$ cat src/rtl/rrs_pkg.sv
package rrs_pkg;

    localparam int unsigned IN_DATA_W  = 160;
    localparam int unsigned OUT_DATA_W = 224;
    localparam int unsigned KIND_W     = 3;
    localparam int unsigned FRAC_W     = 8;
    localparam int unsigned DIV_CNT_W  = 4;
    localparam int unsigned NUM_W      = 40;

    localparam logic [31:0] REPORT_INTERVAL_RESET = 32'd65536;
    localparam logic [1:0]  RTP_VERSION           = 2'd2;
    localparam logic [7:0]  PT_SR_MUXED           = 8'd200;
    localparam logic [7:0]  PT_RR_MUXED           = 8'd201;
    localparam logic [15:0] REORDER_WINDOW        = 16'd32768;
    localparam logic [23:0] CUM_LOST_MAX          = 24'hFFFFFF;
    localparam logic [FRAC_W-1:0] FRAC_MAX        = 8'd255;

    localparam logic [KIND_W-1:0] REQ_RTP      = 3'd0;
    localparam logic [KIND_W-1:0] REQ_RR       = 3'd1;
    localparam logic [KIND_W-1:0] REQ_SR       = 3'd2;
    localparam logic [KIND_W-1:0] REQ_TICK     = 3'd3;
    localparam logic [KIND_W-1:0] REQ_BITRATE  = 3'd4;
    localparam logic [KIND_W-1:0] REQ_KEYFRAME = 3'd5;

    localparam logic [KIND_W-1:0] KIND_NONE   = 3'd0;
    localparam logic [KIND_W-1:0] KIND_FWD    = 3'd1;
    localparam logic [KIND_W-1:0] KIND_REMB   = 3'd2;
    localparam logic [KIND_W-1:0] KIND_REPORT = 3'd3;
    localparam logic [KIND_W-1:0] KIND_PLI    = 3'd4;

    typedef enum logic [2:0] {
        ST_IDLE,
        ST_EXEC,
        ST_CHECK,
        ST_PREP,
        ST_DIV,
        ST_LOAD
    } state_t;

    typedef struct packed {
        logic capture;
        logic exec;
        logic check;
        logic prep;
        logic div_step;
        logic load;
    } cmd_t;

    typedef struct packed {
        logic is_tick;
        logic report_ok;
        logic div_last;
    } status_t;

endpackage

$ cat src/rtl/rrs_ctrl.sv
module rrs_ctrl
(
    input  logic             clk,
    input  logic             rst_n,
    input  logic             s_tvalid,
    output logic             s_tready,
    output logic             m_tvalid,
    input  logic             m_tready,
    input  rrs_pkg::status_t status,
    output rrs_pkg::cmd_t    cmd
);

    rrs_pkg::state_t state_reg;
    rrs_pkg::state_t state_next;
    logic            m_tvalid_reg;
    logic            m_tvalid_next;
    logic            out_free;

    assign out_free = !m_tvalid_reg || m_tready;

    always_comb
    begin
        state_next = state_reg;
        case (state_reg)
            rrs_pkg::ST_IDLE:
            begin
                if (s_tvalid)
                begin
                    state_next = rrs_pkg::ST_EXEC;
                end
            end
            rrs_pkg::ST_EXEC:
            begin
                state_next = status.is_tick ? rrs_pkg::ST_CHECK : rrs_pkg::ST_LOAD;
            end
            rrs_pkg::ST_CHECK:
            begin
                state_next = status.report_ok ? rrs_pkg::ST_PREP : rrs_pkg::ST_LOAD;
            end
            rrs_pkg::ST_PREP:
            begin
                state_next = rrs_pkg::ST_DIV;
            end
            rrs_pkg::ST_DIV:
            begin
                if (status.div_last)
                begin
                    state_next = rrs_pkg::ST_LOAD;
                end
            end
            rrs_pkg::ST_LOAD:
            begin
                if (out_free)
                begin
                    state_next = rrs_pkg::ST_IDLE;
                end
            end
            default:
            begin
                state_next = rrs_pkg::ST_IDLE;
            end
        endcase
    end

    always_comb
    begin
        cmd      = '0;
        s_tready = 1'b0;
        case (state_reg)
            rrs_pkg::ST_IDLE:
            begin
                s_tready    = 1'b1;
                cmd.capture = s_tvalid;
            end
            rrs_pkg::ST_EXEC:
            begin
                cmd.exec = 1'b1;
            end
            rrs_pkg::ST_CHECK:
            begin
                cmd.check = 1'b1;
            end
            rrs_pkg::ST_PREP:
            begin
                cmd.prep = 1'b1;
            end
            rrs_pkg::ST_DIV:
            begin
                cmd.div_step = 1'b1;
            end
            rrs_pkg::ST_LOAD:
            begin
                cmd.load = out_free;
            end
            default:
            begin
                cmd = '0;
            end
        endcase
    end

    always_comb
    begin
        m_tvalid_next = m_tvalid_reg;
        if (cmd.load)
        begin
            m_tvalid_next = 1'b1;
        end
        else if (m_tready)
        begin
            m_tvalid_next = 1'b0;
        end
    end

    always_ff @(posedge clk or negedge rst_n)
    begin
        if (!rst_n)
        begin
            state_reg    <= rrs_pkg::ST_IDLE;
            m_tvalid_reg <= 1'b0;
        end
        else
        begin
            state_reg    <= state_next;
            m_tvalid_reg <= m_tvalid_next;
        end
    end

    assign m_tvalid = m_tvalid_reg;

endmodule

$ cat src/rtl/rrs_datapath.sv
module rrs_datapath
(
    input  logic                                clk,
    input  logic                                rst_n,
    input  rrs_pkg::cmd_t                       cmd,
    output rrs_pkg::status_t                    status,
    input  logic [rrs_pkg::IN_DATA_W-1:0]       s_tdata,
    input  logic [rrs_pkg::KIND_W-1:0]          s_tuser,
    input  logic [31:0]                         report_interval,
    output logic [rrs_pkg::OUT_DATA_W-1:0]      m_tdata,
    output logic [rrs_pkg::KIND_W-1:0]          m_tuser
);

    logic [rrs_pkg::KIND_W-1:0] req_reg;
    logic                       short_reg;
    logic [1:0]                 ver_reg;
    logic [7:0]                 pt_reg;
    logic [31:0]                ssrc_in_reg;
    logic [15:0]                seq_in_reg;
    logic [63:0]                ntp_in_reg;
    logic [31:0]                rate_in_reg;

    logic        have_packets_reg;
    logic [15:0] last_seq_reg;
    logic [15:0] base_seq_reg;
    logic [15:0] wrap_count_reg;
    logic [31:0] lost_total_reg;
    logic [31:0] prev_lost_reg;
    logic [31:0] prev_expected_reg;
    logic [31:0] cur_ssrc_reg;
    logic [63:0] sr_ntp_reg;
    logic [31:0] sr_tick_reg;
    logic [31:0] report_tick_reg;
    logic [31:0] now_tick_reg;
    logic [31:0] bitrate_set_reg;

    logic [rrs_pkg::KIND_W-1:0] res_kind_reg;
    logic [31:0]                res_ssrc_reg;
    logic [31:0]                res_bitrate_reg;
    logic [15:0]                res_hseq_reg;
    logic [15:0]                res_cycles_reg;
    logic [rrs_pkg::FRAC_W-1:0] res_frac_reg;
    logic [23:0]                res_cum_reg;
    logic [63:0]                res_ntp_reg;
    logic [31:0]                res_delay_reg;

    logic [31:0]                 expected_reg;
    logic [31:0]                 dloss_reg;
    logic [rrs_pkg::NUM_W-1:0]   rem_reg;
    logic [rrs_pkg::NUM_W-1:0]   dvs_reg;
    logic [rrs_pkg::FRAC_W-1:0]  quo_reg;
    logic [rrs_pkg::DIV_CNT_W-1:0] div_cnt_reg;
    logic                        sat_reg;
    logic                        frac_zero_reg;

    logic        rtp_ok;
    logic        seq_back;
    logic        seq_wrap;
    logic [31:0] lost_delta;
    logic [31:0] elapsed;
    logic [31:0] dexp;
    logic [rrs_pkg::NUM_W-1:0] num;
    logic        div_ge;
    logic [rrs_pkg::FRAC_W-1:0] quo_next;
    logic [23:0] cum_clamped;

    assign rtp_ok = !short_reg && (ver_reg == rrs_pkg::RTP_VERSION)
                    && (pt_reg != rrs_pkg::PT_SR_MUXED) && (pt_reg != rrs_pkg::PT_RR_MUXED);
    assign seq_back = seq_in_reg < last_seq_reg;
    assign seq_wrap = seq_back && ((last_seq_reg - seq_in_reg) > rrs_pkg::REORDER_WINDOW);
    assign lost_delta = {16'd0, seq_in_reg} - {16'd0, last_seq_reg} - 32'd1
                        + {15'd0, seq_wrap, 16'd0};

    assign elapsed = now_tick_reg - report_tick_reg;
    assign dexp    = expected_reg - prev_expected_reg;
    assign num     = {dloss_reg, 8'd0} - {8'd0, dloss_reg};
    assign div_ge  = rem_reg >= dvs_reg;
    assign quo_next = {quo_reg[rrs_pkg::FRAC_W-2:0], div_ge};

    always_comb
    begin
        if (lost_total_reg[31])
        begin
            cum_clamped = 24'd0;
        end
        else if (lost_total_reg[30:24] != 7'd0)
        begin
            cum_clamped = rrs_pkg::CUM_LOST_MAX;
        end
        else
        begin
            cum_clamped = lost_total_reg[23:0];
        end
    end

    assign status.is_tick   = req_reg == rrs_pkg::REQ_TICK;
    assign status.report_ok = have_packets_reg && (elapsed >= report_interval);
    assign status.div_last  = div_cnt_reg == '0;

    always_ff @(posedge clk)
    begin
        if (cmd.capture)
        begin
            req_reg     <= s_tuser;
            short_reg   <= s_tdata[0];
            ver_reg     <= s_tdata[2:1];
            pt_reg      <= s_tdata[10:3];
            ssrc_in_reg <= s_tdata[42:11];
            seq_in_reg  <= s_tdata[58:43];
            ntp_in_reg  <= s_tdata[122:59];
            rate_in_reg <= s_tdata[154:123];
        end
    end

    always_ff @(posedge clk or negedge rst_n)
    begin
        if (!rst_n)
        begin
            have_packets_reg  <= 1'b0;
            last_seq_reg      <= '0;
            base_seq_reg      <= '0;
            wrap_count_reg    <= '0;
            lost_total_reg    <= '0;
            prev_lost_reg     <= '0;
            prev_expected_reg <= '0;
            cur_ssrc_reg      <= '0;
            sr_ntp_reg        <= '0;
            sr_tick_reg       <= '0;
            report_tick_reg   <= '0;
            now_tick_reg      <= '0;
            bitrate_set_reg   <= '0;
        end
        else if (cmd.exec)
        begin
            case (req_reg)
                rrs_pkg::REQ_RTP:
                begin
                    if (rtp_ok)
                    begin
                        cur_ssrc_reg <= ssrc_in_reg;
                        if (!have_packets_reg)
                        begin
                            have_packets_reg <= 1'b1;
                            last_seq_reg     <= seq_in_reg;
                            base_seq_reg     <= seq_in_reg;
                        end
                        else if (!seq_back || seq_wrap)
                        begin
                            lost_total_reg <= lost_total_reg + lost_delta;
                            last_seq_reg   <= seq_in_reg;
                            if (seq_wrap)
                            begin
                                wrap_count_reg <= wrap_count_reg + 16'd1;
                            end
                        end
                    end
                end
                rrs_pkg::REQ_RR:
                begin
                    cur_ssrc_reg <= ssrc_in_reg;
                end
                rrs_pkg::REQ_SR:
                begin
                    cur_ssrc_reg <= ssrc_in_reg;
                    sr_ntp_reg   <= ntp_in_reg;
                    sr_tick_reg  <= now_tick_reg;
                end
                rrs_pkg::REQ_TICK:
                begin
                    now_tick_reg <= now_tick_reg + 32'd1;
                end
                rrs_pkg::REQ_BITRATE:
                begin
                    bitrate_set_reg <= rate_in_reg;
                end
                default:
                begin
                end
            endcase
        end
        else if (cmd.check && status.report_ok)
        begin
            prev_lost_reg   <= lost_total_reg;
            report_tick_reg <= now_tick_reg;
        end
        else if (cmd.prep)
        begin
            prev_expected_reg <= expected_reg;
        end
    end

    always_ff @(posedge clk)
    begin
        if (cmd.exec)
        begin
            res_kind_reg    <= rrs_pkg::KIND_NONE;
            res_ssrc_reg    <= '0;
            res_bitrate_reg <= '0;
            res_hseq_reg    <= '0;
            res_cycles_reg  <= '0;
            res_frac_reg    <= '0;
            res_cum_reg     <= '0;
            res_ntp_reg     <= '0;
            res_delay_reg   <= '0;
            case (req_reg)
                rrs_pkg::REQ_RTP:
                begin
                    if (rtp_ok)
                    begin
                        res_kind_reg <= rrs_pkg::KIND_FWD;
                        res_ssrc_reg <= ssrc_in_reg;
                    end
                end
                rrs_pkg::REQ_SR:
                begin
                    if (bitrate_set_reg != 32'd0)
                    begin
                        res_kind_reg    <= rrs_pkg::KIND_REMB;
                        res_ssrc_reg    <= ssrc_in_reg;
                        res_bitrate_reg <= bitrate_set_reg;
                    end
                end
                rrs_pkg::REQ_BITRATE:
                begin
                    res_kind_reg    <= rrs_pkg::KIND_REMB;
                    res_ssrc_reg    <= cur_ssrc_reg;
                    res_bitrate_reg <= rate_in_reg;
                end
                rrs_pkg::REQ_KEYFRAME:
                begin
                    res_kind_reg <= rrs_pkg::KIND_PLI;
                    res_ssrc_reg <= cur_ssrc_reg;
                end
                default:
                begin
                end
            endcase
        end
        else if (cmd.check && status.report_ok)
        begin
            res_kind_reg   <= rrs_pkg::KIND_REPORT;
            res_ssrc_reg   <= cur_ssrc_reg;
            res_hseq_reg   <= last_seq_reg;
            res_cycles_reg <= wrap_count_reg;
            res_cum_reg    <= cum_clamped;
            res_ntp_reg    <= sr_ntp_reg;
            res_delay_reg  <= now_tick_reg - sr_tick_reg;
            expected_reg   <= {wrap_count_reg, last_seq_reg} - {16'd0, base_seq_reg} + 32'd1;
            dloss_reg      <= lost_total_reg - prev_lost_reg;
        end
        else if (cmd.prep)
        begin
            frac_zero_reg <= (expected_reg == prev_expected_reg) || dloss_reg[31]
                             || (dloss_reg == 32'd0);
            rem_reg       <= num;
            dvs_reg       <= {dexp, 8'd0};
            quo_reg       <= '0;
            sat_reg       <= 1'b0;
            div_cnt_reg   <= rrs_pkg::DIV_CNT_W'(rrs_pkg::FRAC_W);
        end
        else if (cmd.div_step)
        begin
            // The first step only tests whether the quotient reaches 256.
            if (div_cnt_reg == rrs_pkg::DIV_CNT_W'(rrs_pkg::FRAC_W))
            begin
                sat_reg <= div_ge;
            end
            else
            begin
                quo_reg <= quo_next;
                if (div_ge)
                begin
                    rem_reg <= rem_reg - dvs_reg;
                end
            end
            dvs_reg     <= dvs_reg >> 1;
            div_cnt_reg <= div_cnt_reg - rrs_pkg::DIV_CNT_W'(1);
            if (div_cnt_reg == '0)
            begin
                if (frac_zero_reg)
                begin
                    res_frac_reg <= '0;
                end
                else if (sat_reg)
                begin
                    res_frac_reg <= rrs_pkg::FRAC_MAX;
                end
                else
                begin
                    res_frac_reg <= quo_next;
                end
            end
        end
    end

    always_ff @(posedge clk)
    begin
        if (cmd.load)
        begin
            m_tuser <= res_kind_reg;
            m_tdata <= {res_delay_reg, res_ntp_reg, res_cum_reg, res_frac_reg,
                        res_cycles_reg, res_hseq_reg, res_bitrate_reg, res_ssrc_reg};
        end
    end

endmodule

$ cat src/rtl/rtp_receiver_statistics.sv
// RTP receiver statistics. One input word is one parsed event: an RTP
// header, an RTCP RR or SR header, a tick, a bitrate request or a keyframe
// request, selected by s_tuser. Every accepted word gives exactly one output
// word whose m_tuser is the result kind (nothing, forward, REMB, receiver
// report or PLI); kind zero words are delivered too.
// Words are handled one at a time. After acceptance an ordinary event goes
// through EXEC and LOAD, a tick without a report through EXEC, CHECK and LOAD,
// and a tick that emits a receiver report also through PREP and the 9-step
// loss-fraction divider before LOAD. The output word is registered in LOAD.
// The result sits in an output register, so a stalled m_tready holds it there
// while the next word is already accepted and processed; the block then
// waits with s_tready low until the output register is free.
// Reset clears all statistics and sets report_interval to 65536 ticks.
// report_interval is written through the APB port at address 0. The user must
// write it only while the block is idle; the block itself does not enforce this.
module rtp_receiver_statistics
(
    input  logic                           clk,
    input  logic                           rst_n,
    input  logic                           s_tvalid,
    output logic                           s_tready,
    // too_short, rtp_version, payload_type, sender_ssrc, seq_num, ntp_time,
    // bitrate_req, zero fill
    input  logic [rrs_pkg::IN_DATA_W-1:0]  s_tdata,
    // req_type
    input  logic [rrs_pkg::KIND_W-1:0]     s_tuser,
    output logic                           m_tvalid,
    input  logic                           m_tready,
    // out_ssrc, out_bitrate, highest_seq, seq_cycles, fraction_lost,
    // cumulative_lost, last_sr_ntp, sr_delay
    output logic [rrs_pkg::OUT_DATA_W-1:0] m_tdata,
    // result_kind
    output logic [rrs_pkg::KIND_W-1:0]     m_tuser,
    input  logic                           psel,
    input  logic                           penable,
    input  logic                           pwrite,
    input  logic [2:0]                     paddr,
    input  logic [31:0]                    pwdata,
    output logic [31:0]                    prdata,
    output logic                           pready
);

    rrs_pkg::cmd_t    cmd;
    rrs_pkg::status_t status;
    logic [31:0]      report_interval_reg;
    logic             reg_sel;

    assign pready  = 1'b1;
    assign reg_sel = !paddr[2];
    assign prdata  = reg_sel ? report_interval_reg : 32'd0;

    always_ff @(posedge clk or negedge rst_n)
    begin
        if (!rst_n)
        begin
            report_interval_reg <= rrs_pkg::REPORT_INTERVAL_RESET;
        end
        else if (psel && penable && pwrite && pready && reg_sel)
        begin
            report_interval_reg <= pwdata;
        end
    end

    rrs_ctrl u_ctrl
    (
        .clk      (clk),
        .rst_n    (rst_n),
        .s_tvalid (s_tvalid),
        .s_tready (s_tready),
        .m_tvalid (m_tvalid),
        .m_tready (m_tready),
        .status   (status),
        .cmd      (cmd)
    );

    rrs_datapath u_datapath
    (
        .clk             (clk),
        .rst_n           (rst_n),
        .cmd             (cmd),
        .status          (status),
        .s_tdata         (s_tdata),
        .s_tuser         (s_tuser),
        .report_interval (report_interval_reg),
        .m_tdata         (m_tdata),
        .m_tuser         (m_tuser)
    );

endmodule

$ cat config.mk
export PLATFORM = sky130hd
export DESIGN_NAME = rtp_receiver_statistics
export DESIGN_NICKNAME = d
export VERILOG_FILES = /design/src/rtl/rrs_pkg.sv /design/src/rtl/rrs_ctrl.sv /design/src/rtl/rrs_datapath.sv /design/src/rtl/rtp_receiver_statistics.sv
export SDC_FILE = /design/constraint.sdc
export NUM_CORES = 2
export LEC_CHECK = 0
export BUFFER_PORTS_ARGS = -buffer_cell sky130_fd_sc_hd__buf_2
export CAP_MARGIN = 25
export CORE_UTILIZATION = 50
export DETAILED_ROUTE_END_ITERATION = 6
export PLACE_DENSITY = 0.69
export SYNTH_ARGS = -nofsm -noshare
export SYNTH_HDL_FRONTEND = slang
export SYNTH_SLANG_ARGS = --single-unit
$ cat constraint.sdc
create_clock -name clk -period 13.2 [get_ports clk]
set_input_delay 0 -clock clk [delete_from_list [all_inputs] [get_ports clk]]
set_output_delay 0 -clock clk [all_outputs]
set_load 0.005 [all_outputs]
* Yosys cells after proc, flatten, opt, wreduce, memory -nomap -nowiden
Index checks and enable logic that the tools add are counted.
** Word-level totals
- Bits in registers :: 1174
- Output and inout port bits :: 262
- Logic and storage cells :: 184
** Cells by class
- Add/subtract/negate cells :: 16
- Order comparisons :: 4
- Eq/ne operators :: 21
- Multiplexer cells :: 47
- Bitwise operators :: 4
- Reduce and logical (&&, ||, !) cells :: 48
** Operators by type and width (count)
- $mux 40 :: 6
- $mux 32 :: 7
- $pmux 32 s2 :: 2
- $sub 32x32->32 :: 4
- $pmux 32 s3 :: 1
- $add 32x1->32 const B :: 2
- $mux 24 :: 2
- $ge 40x40->1 :: 1
- $sub 40x32->40 :: 1
- $sub 40x40->40 :: 1
- $add 32x17->32 :: 1
- $add 32x32->32 :: 1
- $eq 32x32->1 :: 1
- $ge 32x32->1 :: 1
- $logic_not 32->1 :: 1
- $mux 16 :: 2
- $reduce_bool 32->1 :: 1
- $sub 32x1->32 const B :: 1
- $sub 32x16->32 :: 1
- $mux 3 :: 7
- $reduce_and 4->1 :: 5
- $pmux 3 s6 :: 1
- $sub 16x16->17 :: 1
- $add 16x1->16 const B :: 1
- other kinds (31) :: 88

* Logic depth before layout (Yosys ltp)
- Word-level depth :: 7
- Gate-level depth with buffers :: 29
- Mapped depth without buffers :: 28

* Hierarchy
Synthesis repeated with hierarchy kept, for this count alone.
** Second synthesis, totals
- Cell total of the unflattened synthesis :: 5228
- Area, all modules :: 57885.5 sq um
** Modules (own cells, without submodules)
- rrs_datapath :: times used 1, cells an instance 5091, area each 56055.0 sq um
- rtp_receiver_statistics :: times used 1, cells an instance 105, area each 1555.2 sq um
- rrs_ctrl :: times used 1, cells an instance 32, area each 275.3 sq um

* Worst setup path after synthesis
Ideal clock, no wire load.
- Kind :: register to register
- From :: reg u_ctrl.state_reg[1]
- To :: reg u_datapath.m_tdata[0] (netlist bit) (enable)
- Arrival time :: 10.123 ns
- Data required time :: 12.382 ns
- Setup slack :: 2.259 ns
- Stages on the path, launching flop included :: 4
- Buffers on the path :: 1
- Clock period less this slack :: 10.941 ns
- Path through :: dfrtp_1 -> clkbuf_1 -> nand2b_1 -> nor2_1
** RTL lines
- start, declared :: line rrs_ctrl.sv:13 : rrs_pkg::state_t state_reg;
- start signal, assigned :: line rrs_ctrl.sv:119 : state_reg <= rrs_pkg::ST_IDLE;
- start signal, assigned :: line rrs_ctrl.sv:124 : state_reg <= state_next;
- end signal, assigned :: line rrs_datapath.sv:301 : m_tdata <= {res_delay_reg, res_ntp_reg, res_cum_reg, res_frac_reg,
- end, declared :: line rrs_datapath.sv:10 : output logic [rrs_pkg::OUT_DATA_W-1:0] m_tdata,

* Worst setup path after layout
- From :: reg u_datapath.now_tick_reg[0]
- To :: reg u_datapath.res_ntp_reg[34]
** Between the ends
- Longest elaborated chain between the ends :: 4
** Ends and longest elaborated chain
- start, declared :: line rrs_datapath.sv:34 : logic [31:0] now_tick_reg;
- start signal, assigned :: line rrs_datapath.sv:170 : now_tick_reg <= now_tick_reg + 32'd1;
- $sub 32x32->32 :: line rrs_datapath.sv:74 : assign elapsed = now_tick_reg - report_tick_reg;
- $ge 32x32->1 :: line rrs_datapath.sv:97 : assign status.report_ok = have_packets_reg && (elapsed >= report_interval);
- $logic_and 1x1->1 :: line rrs_datapath.sv:97
- $logic_and 1x1->1 :: line rrs_datapath.sv:239 : else if (cmd.check && status.report_ok)
- end signal, assigned :: line rrs_datapath.sv:246 : res_ntp_reg <= sr_ntp_reg;
- end, declared :: line rrs_datapath.sv:44 : logic [63:0] res_ntp_reg;
Every way passes these cells.
A chain may end at the register's enable or synchronous reset.

==> results.yml <==
global_route:
  grt_pass1_vias: 41363
  grt_overflow: 0
  track_usage_pct: 24.8
  antenna_found_initial: 9
  grt_max_degree: 180
  grt_pass1_wl_um: 227000
clocking:
  ctsRootBufferMaster: "clkbuf_16"
  clk_latency_ns: 0.74
  cts.sinks: 1173
  cts_tree: "built"
  cts_buffers: 121
  cts.clk_slew.worst_paths_ns: 0.06
  ctsLongestPathBuffers: 3
  cts_resized: 0
  cts_max_level: 3
cells_and_area:
  finish.utilization_pct: 61.3
  area_delta_synth_final_pct: 21.3
  regMostFlops: "u_datapath.m_tdata"
  final_cell_area_um2: 69200
  largest_reg_flops: 224
  fin_nets: 6616
  drive_gt1_share_pct: 15.5
sta:
  timing.final.crit_share_pct: 60.8
  max_slew_margin_pct: 27.9
  fmax_mhz: 125
  hold_viol: 0
  fin_crit_ns: 8.02
  whs_ns: 0.0303
  setup_tns_ns: 0
  slew_violations: 0
  rsz0062_at_grt: "false"
  tightest_slew_ns: 1.08
  setup_ws_ns: 5.18
  setup_viol: 0
  finalClockSkew_ns: 0.0657
logic_synthesis:
  synth-edff-count: 608
  syn_area_per_cell_um2: 11.0
  synth_fp_nets: 5784
  synth.distinct_cells: 85
  yosysWarnings: 0
  ys_seq_area_share_pct: 55.4
  synthesis.area_um2: 57000
  synth_seq_cells: 1173
  syn_inst: 5167
  async_flop_share_pct: 34.5
  synthFlopType: "edfxtp_1"
route:
  wl_per_cell_um: 19.0
  drt_iter0_markers: 2622
  dr.pass1.iters: 6
  finalWirelength_um: 145000
  antenna_left: 0
  vias_per_cell: 5.43
  post-route-drc-count: 0
  via_count: 41339
setup_path:
  worstPathArrival_ns: 8.66
  cp.required_ns: 13.84
  crit_path_end_kind: "register"
  cp_common_cell: "a21o_1"
  reg2reg_slack_ns: 5.18
  cp_num_buf_inv: 5
  crit_fanout: 169
  critPathMaxStageDelay_ns: 0.82
  r2r-start: "u_datapath.now_tick_reg[0]$_DFFE_PN0P_"
  crit_path_start_kind: "register"
  critical_path_class: "reg -> reg"
  crit_slowest_cell: "o31ai_1"
  startpoint: "u_datapath.now_tick_reg[0]$_DFFE_PN0P_"
  crit_family: "compound AO/OA/AOI/OAI gates"
die:
  core_um2: 113000
  fp.dieH_um: 340
  die-area_um2: 115000
  initial_core_util_pct: 50.6
  num_io_pins: 467
  num_rows: 123
  die_w_um: 340
job:
  drv_cap: 0
worst_hold_path:
  min_from: "s_tdata[72]"
  hp-class: "in -> reg"
power_and_ir_drop:
  p_leak_nw: 29.9
  irDropWorstVdd_mv: 0.144
  power_density_nw_per_um2: 207
placed_design:
  dp_hpwl_um: 95200
  dpl_worst_slack_ns: 5.33
  gp_congestion: 0.950
  io_buffers: 457
  postPlaceCellArea_um2: 60900
run_status:
  status: "finished clean"
[placed cells by master, fill, tap and decap left out, types with 131 or more instances in the layout]
| master | netlist | layout |
|---|---|---|
| a21oi_1 | 416 | 415 |
| nand2_1 | 596 | 593 |
| edfxtp_1 | 608 | 608 |
| inv_1 | 450 | 450 |
| a21o_1 | 131 | 131 |
| xnor2_1 | 192 | 192 |
| mux2_2 | 196 | 196 |
| dfxtp_1 | 160 | 160 |
| ha_1 | 403 | 403 |
| nor2_1 | 270 | 268 |
| dlygate4sd3_1 | 0 | 386 |
| dfrtp_1 | 404 | 404 |
| buf_2 | 10 | 456 |
| o21ai_0 | 310 | 309 |
[Yosys cell counts (9+ instances only)]
cell type / n / share of area, %
nor3_1: 84 / 0.74
xor2_1: 105 / 1.6
o21bai_1: 32 / 0.42
o211ai_1: 22 / 0.29
dfxtp_1: 160 / 5.6
nor4_1: 18 / 0.20
buf_2: 10 / 0.088
or2_2: 17 / 0.19
dfrtp_1: 404 / 18
a31oi_1: 38 / 0.42
nor2b_1: 35 / 0.38
inv_1: 450 / 3.0
ha_1: 403 / 8.8
and2_1: 12 / 0.13
nand2b_1: 39 / 0.43
o31ai_1: 9 / 0.12
nor2_1: 270 / 1.8
a21oi_1: 416 / 3.7
fa_1: 9 / 0.32
nand3_1: 62 / 0.54
and4_1: 13 / 0.20
buf_1: 11 / 0.072
o21a_1: 44 / 0.58
a22o_1: 66 / 1.0
o21ai_0: 310 / 2.7
and3_1: 38 / 0.42
edfxtp_1: 608 / 32
o2111ai_1: 9 / 0.14
nand2_1: 596 / 3.9
xnor2_1: 192 / 2.9
mux2_2: 196 / 3.9
a21o_1: 131 / 1.7
clkbuf_1: 150 / 0.99
a21boi_0: 10 / 0.13
a211oi_1: 18 / 0.24
nand4_1: 37 / 0.41
[worst paths after layout]
| path | end | depth (start not counted) |
|---|---|---|
| setup reg to reg | u_datapath.res_ntp_reg[34]$_SDFFE_PN0P_ | 27 |
| hold reg to reg | u_datapath.m_tdata[30]$_DFFE_PP_ | 0 |
| max in group asynchronous | u_datapath.prev_expected_reg[31]$_DFFE_PN0P_ | 6 |
| hold / removal | u_datapath.ntp_in_reg[13]$_DFFE_PP_ | 2 |
| min in group asynchronous | report_interval_reg[30]$_DFFE_PN0P_ | 3 |
| setup / recovery | u_datapath.res_ntp_reg[34]$_SDFFE_PN0P_ | 27 |
[routing by layer]
metal,share of wire [%],global-route usage (%)
met5,0.024,0
met4,4.4,11.0
met3,5.1,4.11
met2,49,42.7
met1,41,30.5
[area by class of cell]
type	count	area [um2]
well taps	1500	1880
inverters	453	1710
flip-flops and latches	1173	31600
clock inverters	60	728
fillers	8787	43600
repair buffers	882	6540
clock buffers	172	3600
multi-input cells	3368	23100
diodes	5	12.5
[what timing repair did]
item / in CTS / in global routing
setup buffers: 0 / 0
hold endpoints to repair: 334 / 0
hold buffers: 387 / 0
[cell families after synthesis]
logic type               after synthesis  share of synthesized area (%)
other                                  1                        0.00658
flip-flops                          1173                           55.4
XOR/XNOR                             297                           4.56
multiplexers                         200                           3.94
AO/OA/AOI/OAI                       1205                           13.0
buffers and inverters                626                           4.16
adder cells (fa/ha/maj)              412                           9.16
AND/OR/NAND/NOR                     1253                           9.78
[power breakdown]
| group | internal [mW] | switching (mW) |
|---|---|---|
| registers | 4.95 | 0.376 |
| clock network | 2.11 | 1.51 |
| logic | 2.32 | 3.07 |
| total | 9.38 | 4.96 |
[per-stage QoR]
step,std cells,power (mW)
2_1_floorplan,5167,9.21
3_3_place_gp,6986,10.4
3_5_place_dp,6987,10.6
4_1_cts,7606,14.3
5_1_grt,7612,15.2
6_report,7613,14.3
(Power assumes the default switching activity.)
